## src/hw/rtl/hhlt_pkg.sv

```systemverilog
// shared types and constants of the http header line tokenizer
package hhlt_pkg;

    localparam int PENDING_DEPTH = 16;
    localparam int PEND_IW = (PENDING_DEPTH > 1) ? $clog2(PENDING_DEPTH) : 1;
    localparam int PEND_CW = $clog2(PENDING_DEPTH + 1);

    typedef enum logic [1:0] {
        PH_START,
        PH_NAME,
        PH_LEAD,
        PH_VALUE
    } phase_t;

    typedef enum logic [1:0] {
        KIND_NAME,
        KIND_VALUE,
        KIND_LINE_END,
        KIND_HDR_END
    } kind_t;

    typedef enum logic [2:0] {
        ST_OK,
        ST_NO_COLON,
        ST_WS_COLON,
        ST_BAD_CHAR,
        ST_WS_OVF
    } status_t;

    typedef struct packed {
        kind_t       kind;
        logic [7:0]  data;
        status_t     status;
        logic [15:0] length;
    } result_t;

    typedef struct packed {
        phase_t               phase;
        logic                 bad;
        logic                 prev_ws;
        logic                 ws_colon;
        logic [PEND_CW-1:0]   cnt;
        logic                 ovf;
    } pstate_t;

    typedef struct packed {
        pstate_t              nxt;
        logic                 emit;
        kind_t                kind;
        logic [7:0]           data;
        logic                 flush;
        logic [PEND_CW-1:0]   flush_n;
        logic                 push;
        logic [PEND_IW-1:0]   push_idx;
    } take_t;

    typedef struct packed {
        logic                 load;
        logic                 head_v;
        result_t              head;
        logic [PEND_CW-1:0]   flush_n;
        logic                 tail_v;
        kind_t                tail_kind;
        logic [7:0]           tail_byte;
        logic                 wr_a_en;
        logic [PEND_IW-1:0]   wr_a_idx;
        logic [7:0]           wr_a_byte;
        logic                 wr_b_en;
        logic [PEND_IW-1:0]   wr_b_idx;
        logic [7:0]           wr_b_byte;
    } job_t;

endpackage

```

## src/hw/rtl/hhlt_in_if.sv

```systemverilog
// input byte channel of the header tokenizer
interface hhlt_in_if;
    logic       valid;
    logic       ready;
    logic [7:0] data_byte;

    modport source (output valid, output data_byte, input ready);
    modport sink (input valid, input data_byte, output ready);
endinterface

```

## src/hw/rtl/hhlt_out_if.sv

```systemverilog
// result channel of the header tokenizer
interface hhlt_out_if;
    logic        valid;
    logic        ready;
    logic [1:0]  out_kind;
    logic [7:0]  out_byte;
    logic [2:0]  line_status;
    logic [15:0] line_length;
    logic        last_of_run;

    modport source (output valid, output out_kind, output out_byte, output line_status,
                    output line_length, output last_of_run, input ready);
    modport sink (input valid, input out_kind, input out_byte, input line_status,
                  input line_length, input last_of_run, output ready);
endinterface

```

## src/hw/rtl/hhlt_emit.sv

```systemverilog
// result sequencer: whitespace buffer, job register and output register
module hhlt_emit (
    input  logic              clk,
    input  logic              rst_n,
    input  hhlt_pkg::job_t    job,
    output logic              job_free,
    hhlt_out_if.source        out_ch
);

    logic [7:0]                    pend_mem [hhlt_pkg::PENDING_DEPTH];

    logic                          head_v_reg, head_v_next;
    hhlt_pkg::result_t             head_reg, head_next;
    logic [hhlt_pkg::PEND_CW-1:0]  fn_reg, fn_next;
    logic [hhlt_pkg::PEND_CW-1:0]  idx_reg, idx_next;
    logic                          tail_v_reg, tail_v_next;
    hhlt_pkg::kind_t               tail_kind_reg, tail_kind_next;
    logic [7:0]                    tail_byte_reg, tail_byte_next;

    logic                          out_v_reg, out_v_next;
    hhlt_pkg::result_t             out_res_reg, out_res_next;
    logic                          out_last_reg, out_last_next;

    logic                          flush_left;
    logic                          job_any;
    logic                          step;
    logic                          sel_last;
    hhlt_pkg::result_t             sel_res;

    assign flush_left = (idx_reg != fn_reg);
    assign job_any    = head_v_reg || flush_left || tail_v_reg;
    assign step       = job_any && (!out_v_reg || out_ch.ready);
    assign job_free   = !job_any || (step && sel_last);

    always_comb
    begin
        sel_res        = '0;
        sel_last       = 1'b1;
        head_v_next    = head_v_reg;
        head_next      = head_reg;
        fn_next        = fn_reg;
        idx_next       = idx_reg;
        tail_v_next    = tail_v_reg;
        tail_kind_next = tail_kind_reg;
        tail_byte_next = tail_byte_reg;

        if (head_v_reg)
        begin
            sel_res  = head_reg;
            sel_last = !flush_left && !tail_v_reg;
        end
        else if (flush_left)
        begin
            sel_res.kind = hhlt_pkg::KIND_VALUE;
            sel_res.data = pend_mem[idx_reg[hhlt_pkg::PEND_IW-1:0]];
            sel_last     = (idx_reg + 1'b1 == fn_reg) && !tail_v_reg;
        end
        else
        begin
            sel_res.kind = tail_kind_reg;
            sel_res.data = tail_byte_reg;
            sel_last     = 1'b1;
        end

        if (job.load)
        begin
            head_v_next    = job.head_v;
            head_next      = job.head;
            fn_next        = job.flush_n;
            idx_next       = '0;
            tail_v_next    = job.tail_v;
            tail_kind_next = job.tail_kind;
            tail_byte_next = job.tail_byte;
        end
        else if (step)
        begin
            if (head_v_reg)
            begin
                head_v_next = 1'b0;
            end
            else if (flush_left)
            begin
                idx_next = idx_reg + 1'b1;
            end
            else
            begin
                tail_v_next = 1'b0;
            end
        end

        out_v_next    = out_v_reg;
        out_res_next  = out_res_reg;
        out_last_next = out_last_reg;
        if (step)
        begin
            out_v_next    = 1'b1;
            out_res_next  = sel_res;
            out_last_next = sel_last;
        end
        else if (out_ch.ready)
        begin
            out_v_next = 1'b0;
        end
    end

    always_ff @(posedge clk or negedge rst_n)
    begin
        if (!rst_n)
        begin
            head_v_reg <= 1'b0;
            fn_reg     <= '0;
            idx_reg    <= '0;
            tail_v_reg <= 1'b0;
            out_v_reg  <= 1'b0;
        end
        else
        begin
            head_v_reg <= head_v_next;
            fn_reg     <= fn_next;
            idx_reg    <= idx_next;
            tail_v_reg <= tail_v_next;
            out_v_reg  <= out_v_next;
        end
    end

    always_ff @(posedge clk)
    begin
        head_reg      <= head_next;
        tail_kind_reg <= tail_kind_next;
        tail_byte_reg <= tail_byte_next;
        out_res_reg   <= out_res_next;
        out_last_reg  <= out_last_next;
        if (job.load && job.wr_a_en)
        begin
            pend_mem[job.wr_a_idx] <= job.wr_a_byte;
        end
        if (job.load && job.wr_b_en)
        begin
            pend_mem[job.wr_b_idx] <= job.wr_b_byte;
        end
    end

    assign out_ch.valid       = out_v_reg;
    assign out_ch.out_kind    = out_res_reg.kind;
    assign out_ch.out_byte    = out_res_reg.data;
    assign out_ch.line_status = out_res_reg.status;
    assign out_ch.line_length = out_res_reg.length;
    assign out_ch.last_of_run = out_last_reg;

endmodule

```

## src/hw/rtl/http_header_line_tokenizer.sv

```systemverilog
// top level of the http header line tokenizer
// Takes one header byte per cycle and emits one result per cycle through a
// registered output, while out_ch.ready is high. Most bytes give zero or one
// result, and the next byte is accepted in the following cycle unless the
// output stalls. A non-whitespace value byte releasing k held whitespace
// bytes gives k + 1 results (k up to 16) and holds input ready low until the
// output register has taken them all. A CR is held until the next byte shows
// whether it ends the line; a CR LF at line start ends the header block and
// the parser restarts. Line end results carry line status and byte length.
module http_header_line_tokenizer (
    input  logic        clk,
    input  logic        rst_n,
    hhlt_in_if.sink     in_ch,
    hhlt_out_if.source  out_ch
);

    localparam logic [7:0] CH_COLON = 8'h3A;
    localparam logic [7:0] CH_CR    = 8'h0D;
    localparam logic [7:0] CH_LF    = 8'h0A;

    function automatic logic is_ws(logic [7:0] x);
        return (x == 8'h20) || (x >= 8'h09 && x <= 8'h0D);
    endfunction

    function automatic logic is_token(logic [7:0] x);
        logic r;
        r = (x >= 8'h41 && x <= 8'h5A) || (x >= 8'h61 && x <= 8'h7A) ||
            (x >= 8'h30 && x <= 8'h39);
        r = r || x == 8'h21 || x == 8'h23 || x == 8'h24 || x == 8'h25 ||
            x == 8'h26 || x == 8'h27 || x == 8'h2A || x == 8'h2B ||
            x == 8'h2D || x == 8'h2E || x == 8'h5E || x == 8'h5F ||
            x == 8'h60 || x == 8'h7C || x == 8'h7E;
        return r;
    endfunction

    function automatic logic [7:0] fold_case(logic [7:0] x);
        return (x >= 8'h41 && x <= 8'h5A) ? x + 8'h20 : x;
    endfunction

    function automatic hhlt_pkg::take_t take_byte(hhlt_pkg::pstate_t s, logic [7:0] x);
        hhlt_pkg::take_t t;
        t      = '0;
        t.nxt  = s;
        t.data = x;
        case (s.phase)
            hhlt_pkg::PH_START, hhlt_pkg::PH_NAME:
            begin
                if (x == CH_COLON)
                begin
                    t.nxt.ws_colon = s.prev_ws;
                    t.nxt.phase    = hhlt_pkg::PH_LEAD;
                end
                else
                begin
                    t.emit        = 1'b1;
                    t.kind        = hhlt_pkg::KIND_NAME;
                    t.data        = fold_case(x);
                    t.nxt.bad     = s.bad || !is_token(x);
                    t.nxt.prev_ws = is_ws(x);
                    t.nxt.phase   = hhlt_pkg::PH_NAME;
                end
            end
            hhlt_pkg::PH_LEAD:
            begin
                if (!is_ws(x))
                begin
                    t.emit      = 1'b1;
                    t.kind      = hhlt_pkg::KIND_VALUE;
                    t.nxt.phase = hhlt_pkg::PH_VALUE;
                end
            end
            hhlt_pkg::PH_VALUE:
            begin
                if (is_ws(x))
                begin
                    if (s.cnt < hhlt_pkg::PEND_CW'(hhlt_pkg::PENDING_DEPTH))
                    begin
                        t.push     = 1'b1;
                        t.push_idx = s.cnt[hhlt_pkg::PEND_IW-1:0];
                        t.nxt.cnt  = s.cnt + 1'b1;
                    end
                    else
                    begin
                        t.nxt.ovf = 1'b1;
                    end
                end
                else
                begin
                    t.emit    = 1'b1;
                    t.kind    = hhlt_pkg::KIND_VALUE;
                    t.flush   = 1'b1;
                    t.flush_n = s.cnt;
                    t.nxt.cnt = '0;
                end
            end
            default:
            begin
                t.nxt = s;
            end
        endcase
        return t;
    endfunction

    hhlt_pkg::pstate_t ps_reg, ps_next;
    logic              cr_held_reg, cr_held_next;
    logic [15:0]       bil_reg, bil_next;

    logic              accept;
    logic              job_free;
    logic [15:0]       bil_inc;
    logic [7:0]        b;
    hhlt_pkg::take_t   t_cr;
    hhlt_pkg::take_t   t_after_cr;
    hhlt_pkg::take_t   t_plain;
    hhlt_pkg::take_t   t_tail;
    hhlt_pkg::job_t    job;

    assign b            = in_ch.data_byte;
    assign in_ch.ready  = job_free;
    assign accept       = in_ch.valid && job_free;
    assign bil_inc      = (bil_reg != 16'hFFFF) ? bil_reg + 16'd1 : bil_reg;
    assign t_cr         = take_byte(ps_reg, CH_CR);
    assign t_after_cr   = take_byte(t_cr.nxt, b);
    assign t_plain      = take_byte(ps_reg, b);

    always_comb
    begin
        ps_next      = ps_reg;
        cr_held_next = cr_held_reg;
        bil_next     = bil_reg;
        job          = '0;
        job.load     = accept;
        t_tail       = '0;

        if (cr_held_reg)
        begin
            cr_held_next = 1'b0;
            if (b == CH_LF)
            begin
                job.head_v        = 1'b1;
                job.head.length   = bil_inc;
                if (ps_reg.phase == hhlt_pkg::PH_START)
                begin
                    job.head.kind = hhlt_pkg::KIND_HDR_END;
                end
                else
                begin
                    job.head.kind = hhlt_pkg::KIND_LINE_END;
                    if (ps_reg.phase == hhlt_pkg::PH_NAME)
                    begin
                        job.head.status = hhlt_pkg::ST_NO_COLON;
                    end
                    else if (ps_reg.ws_colon)
                    begin
                        job.head.status = hhlt_pkg::ST_WS_COLON;
                    end
                    else if (ps_reg.bad)
                    begin
                        job.head.status = hhlt_pkg::ST_BAD_CHAR;
                    end
                    else if (ps_reg.ovf)
                    begin
                        job.head.status = hhlt_pkg::ST_WS_OVF;
                    end
                    else
                    begin
                        job.head.status = hhlt_pkg::ST_OK;
                    end
                end
            end
            else
            begin
                // held cr is an ordinary byte: name byte, skipped leading whitespace or pending whitespace
                job.head_v      = t_cr.emit;
                job.head.kind   = t_cr.kind;
                job.head.data   = t_cr.data;
                job.wr_a_en     = t_cr.push;
                job.wr_a_idx    = t_cr.push_idx;
                job.wr_a_byte   = CH_CR;
                if (b == CH_CR)
                begin
                    cr_held_next = 1'b1;
                    t_tail       = '0;
                    t_tail.nxt   = t_cr.nxt;
                end
                else
                begin
                    t_tail = t_after_cr;
                end
            end
        end
        else if (b == CH_CR)
        begin
            cr_held_next = 1'b1;
            t_tail       = '0;
            t_tail.nxt   = ps_reg;
        end
        else
        begin
            t_tail = t_plain;
        end

        if (cr_held_reg && b == CH_LF)
        begin
            ps_next  = '0;
            bil_next = '0;
        end
        else
        begin
            ps_next  = t_tail.nxt;
            bil_next = bil_inc;
        end

        job.tail_v    = t_tail.emit;
        job.tail_kind = t_tail.kind;
        job.tail_byte = t_tail.data;
        job.flush_n   = t_tail.flush ? t_tail.flush_n : '0;
        job.wr_b_en   = t_tail.push;
        job.wr_b_idx  = t_tail.push_idx;
        job.wr_b_byte = b;

        if (!accept)
        begin
            ps_next      = ps_reg;
            cr_held_next = cr_held_reg;
            bil_next     = bil_reg;
        end
    end

    always_ff @(posedge clk or negedge rst_n)
    begin
        if (!rst_n)
        begin
            ps_reg      <= '0;
            cr_held_reg <= 1'b0;
            bil_reg     <= '0;
        end
        else
        begin
            ps_reg      <= ps_next;
            cr_held_reg <= cr_held_next;
            bil_reg     <= bil_next;
        end
    end

    hhlt_emit u_emit (
        .clk      (clk),
        .rst_n    (rst_n),
        .job      (job),
        .job_free (job_free),
        .out_ch   (out_ch)
    );

endmodule

```

## src/flat_wrapper.sv

```systemverilog
// flat-port wrapper written by rule: the top's interface ports become plain ports
module http_header_line_tokenizer_flat 
  (clk, rst_n, in_ch_valid, in_ch_data_byte, in_ch_ready, out_ch_valid, out_ch_out_kind, out_ch_out_byte, out_ch_line_status, out_ch_line_length, out_ch_last_of_run, out_ch_ready);
  hhlt_in_if in_ch_i ();
  hhlt_out_if out_ch_i ();
  input  logic clk;
  input  logic rst_n;
  input wire logic [$bits(in_ch_i.valid)-1:0] in_ch_valid;
  input wire logic [$bits(in_ch_i.data_byte)-1:0] in_ch_data_byte;
  output wire logic [$bits(in_ch_i.ready)-1:0] in_ch_ready;
  output wire logic [$bits(out_ch_i.valid)-1:0] out_ch_valid;
  output wire logic [$bits(out_ch_i.out_kind)-1:0] out_ch_out_kind;
  output wire logic [$bits(out_ch_i.out_byte)-1:0] out_ch_out_byte;
  output wire logic [$bits(out_ch_i.line_status)-1:0] out_ch_line_status;
  output wire logic [$bits(out_ch_i.line_length)-1:0] out_ch_line_length;
  output wire logic [$bits(out_ch_i.last_of_run)-1:0] out_ch_last_of_run;
  input wire logic [$bits(out_ch_i.ready)-1:0] out_ch_ready;
  assign in_ch_i.valid = in_ch_valid;
  assign in_ch_i.data_byte = in_ch_data_byte;
  assign in_ch_ready = in_ch_i.ready;
  assign out_ch_valid = out_ch_i.valid;
  assign out_ch_out_kind = out_ch_i.out_kind;
  assign out_ch_out_byte = out_ch_i.out_byte;
  assign out_ch_line_status = out_ch_i.line_status;
  assign out_ch_line_length = out_ch_i.line_length;
  assign out_ch_last_of_run = out_ch_i.last_of_run;
  assign out_ch_i.ready = out_ch_ready;
  http_header_line_tokenizer u_core (.clk(clk), .rst_n(rst_n), .in_ch(in_ch_i), .out_ch(out_ch_i));
endmodule
```

## config.mk

```make
export PLATFORM = sky130hd
export DESIGN_NAME = http_header_line_tokenizer_flat
export DESIGN_NICKNAME = d
export VERILOG_FILES = /design/src/hw/rtl/hhlt_pkg.sv /design/src/hw/rtl/hhlt_in_if.sv /design/src/hw/rtl/hhlt_out_if.sv /design/src/hw/rtl/hhlt_emit.sv /design/src/hw/rtl/http_header_line_tokenizer.sv /design/src/flat_wrapper.sv
export SDC_FILE = /design/constraint.sdc
export NUM_CORES = 1
export LEC_CHECK = 0
export BUFFER_PORTS_ARGS = -buffer_cell sky130_fd_sc_hd__buf_2
export CAP_MARGIN = 10
export CELL_PAD_IN_SITES_DETAIL_PLACEMENT = 0
export CELL_PAD_IN_SITES_GLOBAL_PLACEMENT = 1
export CORE_UTILIZATION = 45
export DETAILED_ROUTE_END_ITERATION = 10
export HOLD_SLACK_MARGIN = 0.08
export PLACE_DENSITY = 0.72
export SETUP_SLACK_MARGIN = 0.3
export SKIP_CTS_REPAIR_TIMING = 1
export SLEW_MARGIN = 0
export SYNTH_ARGS = -nofsm -noshare
export SYNTH_HDL_FRONTEND = slang
export SYNTH_HIERARCHICAL = 1
export SYNTH_SLANG_ARGS = --single-unit
```

## constraint.sdc

```tcl
create_clock -name clk -period 6.1 [get_ports clk]
set_input_delay 1.22 -clock clk [delete_from_list [all_inputs] [get_ports clk]]
set_output_delay 1.22 -clock clk [all_outputs]
set_load 0.02 [all_outputs]
```

==> flow_summary.toml <==
[status]
status = "finished, final reports clean"

[logic_synthesis]
synth.cell_area_sq_um = 12570
synth.area.top_cells = "edfxtp_1 (47%), mux2_2 (12%), dfrtp_1 (8.2%)"
synth_seq_cells = 238
synth_cell_types = 80
synth_edf_count = 197
async_flop_share_pct = 17.23
yosysSeqAreaShare_pct = 55.23
synth.largest_area_cell = "edfxtp_1"
synth.most_common_cell = "edfxtp_1"
ys.flop_type = "edfxtp_1"
avgSynthCellArea_sq_um = 12.74
syn_inst = 987
synth_common_cells = "edfxtp_1 (197), mux2_2 (133), nand2_1 (72), nor2_1 (54), clkbuf_1 (48)"
yosys.area.top_type_share_pct = 47.06
ys_warn_count = 6

[routing]
postRouteAntennaNets = 0
drc = 0
wl_um = 31930
drt_iter0_drc = 778
vias = 8469
routedWlPerCell_um = 21.91
first_pass_iters = 5
via_per_inst = 5.813

[clock_network]
clock_sinks = 238
ctsHtreeMaxLevel = 1
clock_path_buffers = 3
clk_latency_ns = 0.55
clk_pin_slew_ns = 0.06
cts-root-buf = "clkbuf_16"
cts_buffers = 27
cts_tree = "done"

[grt]
met3_usage_pct = 4.081
gr-max-usage-layer = "met2"
grt.total_usage_pct = 22.85
antenna_found_initial = 1
grtUsageMet2_pct = 34.41
grt_pass1_wl_um = 49620
grt_start_max_net_pins = 69
overflow = 0
grt_util_met1_pct = 33.89
grt_pass1_vias = 8179

[placed_design]
dp.cells = 1407
gp_congestion = 0.8560
placedInstanceArea_sq_um = 13350
place_ws_ns = 0.6988
dpl.hpwl_um = 20970
io_buffers = 43

[timing]
setup_violations = 0
fin_skew_ns = 0.01409
hold_violations = 0
tns_ns = 0
worst_pin_slew_ns = 1.061
min_period_over_period_pct = 81.28
finalWorstSetupSlack_ns = 1.142
fmax_mhz = 201.7
rsz0062_at_grt = "false"
worst_hold_slack_ns = 0.5132
slew_headroom_pct = 29.14
drv_slew = 0
fin_crit_ns = 4.958

[critical_path]
crit_chain = "buf_2, nor4_2, o2111ai_1, a311oi_1, a32oi_1, o22ai_1, nand2_1, nor4_4, o21bai_1"
worstPathRequired_ns = 6.28
cp_max_fo = 12
critPathLaunchType = "primary input"
slowest_delay_ns = 0.95
critical_path_class = "primary input to register"
slowest_stage = "a311oi_1"
endpoint_kind = "register"
worstPathArrival_ns = 5.13
rr_worst_depth = 11

[floorplanning]
row_count = 60
fp.dieH_um = 169.1
dieArea_sq_um = 28610
floorplan.initialDensity_pct = 46.25
die_width_um = 169.1
io_pins = 44
core_area_sq_um = 27180

[power]
p_int_mw = 3.537
power_frac_seq_pct = 41.1
peakVddDrop_mv = 0.2511
p_switching_mw = 1.754
swShare_pct = 33.15
fin_total_pwr_mw = 5.291
p_leak_nw = 5.119
clockPowerShare_pct = 30.1
p_per_area_nw_per_um2 = 372.0
combPwrFrac_pct = 28.8

[finish]
finalCoreUtilization_pct = 52.33
n_antenna_cell = 0
largest_reg_flops = 128
area_growth_pct = 13.15
drive_gt1_share_pct = 28.39
final_area_sq_um = 14220
layout.cells.non_filler = 1457
nNetsFinal = 1084

[job]
cap_violations = 0

[worst_hold_path]
holdPathStages = 1
hold_path_class = "register to register"
==> path summary, 6_finish.rpt <==
path / startpoint / to / slack (ns)
worst max-delay path: in_ch_data_byte[4] / u_core/u_emit/pend_mem[12][7] / 1.14
worst min-delay path: u_core/ps_reg[7] / u_core/ps_reg[7] / 0.51
worst max register to register: u_core/u_emit/idx_reg[0] / u_core/u_emit/pend_mem[15][3] / 1.58
worst min register to register: u_core/ps_reg[7] / u_core/ps_reg[7] / 0.51
max in group asynchronous: rst_n / u_core/u_emit/idx_reg[0] / 4.91
min in group asynchronous: rst_n / u_core/bil_reg[2] / 0.75
==> placed cells by master, fill, tap and decap left out, types with 9 or more instances in the layout <==
cell	instances
o31ai_1	10
mux2_2	133
xor2_1	12
nand4_1	9
nor2b_1	15
and2_1	25
mux4_2	32
xnor2_1	16
buf_4	35
inv_1	10
o21ai_0	42
nor3_1	13
clkbuf_16	27
a22oi_1	24
a31oi_1	10
conb_1	41
a21oi_1	47
nor2_1	53
nand3_1	20
dfrtp_1	40
nand2_1	72
edfxtp_1	197
buf_2	43
o22ai_1	14
==> metal layers <==
layer	part of all wire [%]	vias to the layer above
met3	6.8	52
met1	46	4219
li1	-	3920
met4	2.8	2
met5	0.038	-
met2	44	276
==> power by group through the flow <==
stage          registers [mW]  logic (mW)  clock network [mW]
3_3_place_gp             2.20        1.52                   0
4_1_cts                  2.17        1.52                1.63
5_1_grt                  2.20        1.68                1.69
2_1_floorplan            2.26        1.05                   0
6_report                 2.17        1.52                1.59
3_5_place_dp             2.21        1.52                   0
==> cells by family (layout without fill, tap and decap cells) <==
kind of cell	after synthesis	in the layout	share of synthesized area, %
flip-flops	238	238	55.23
adder cells (fa/ha/maj)	8	8	0.7964
multiplexers	169	169	17.97
AO/OA/AOI/OAI	184	184	9.307
buffers and inverters	83	141	2.917
other	1	41	0.02983
AND/OR/NAND/NOR	276	276	11.81
XOR/XNOR	28	28	1.951
==> worst max-delay path: cells and delay by family <==
kind | cells | cell delay [ns]
AOI/OAI and AO/OA | 5 | 2.26
buffers and inverters | 1 | 0.19
and+or+nand+nor | 3 | 1.46
==> area by class of cell <==
class                   count  area (sq um)
inverters                  13         48.80
clock buffers              36         739.5
well taps                 372         465.4
repair buffers             78         478.0
clock inverters            14         133.9
flip-flops and latches    238          6943
fillers                  2379         12950
multi-input cells         706          5414
No activity file was read; power rests on OpenSTA's default activity.
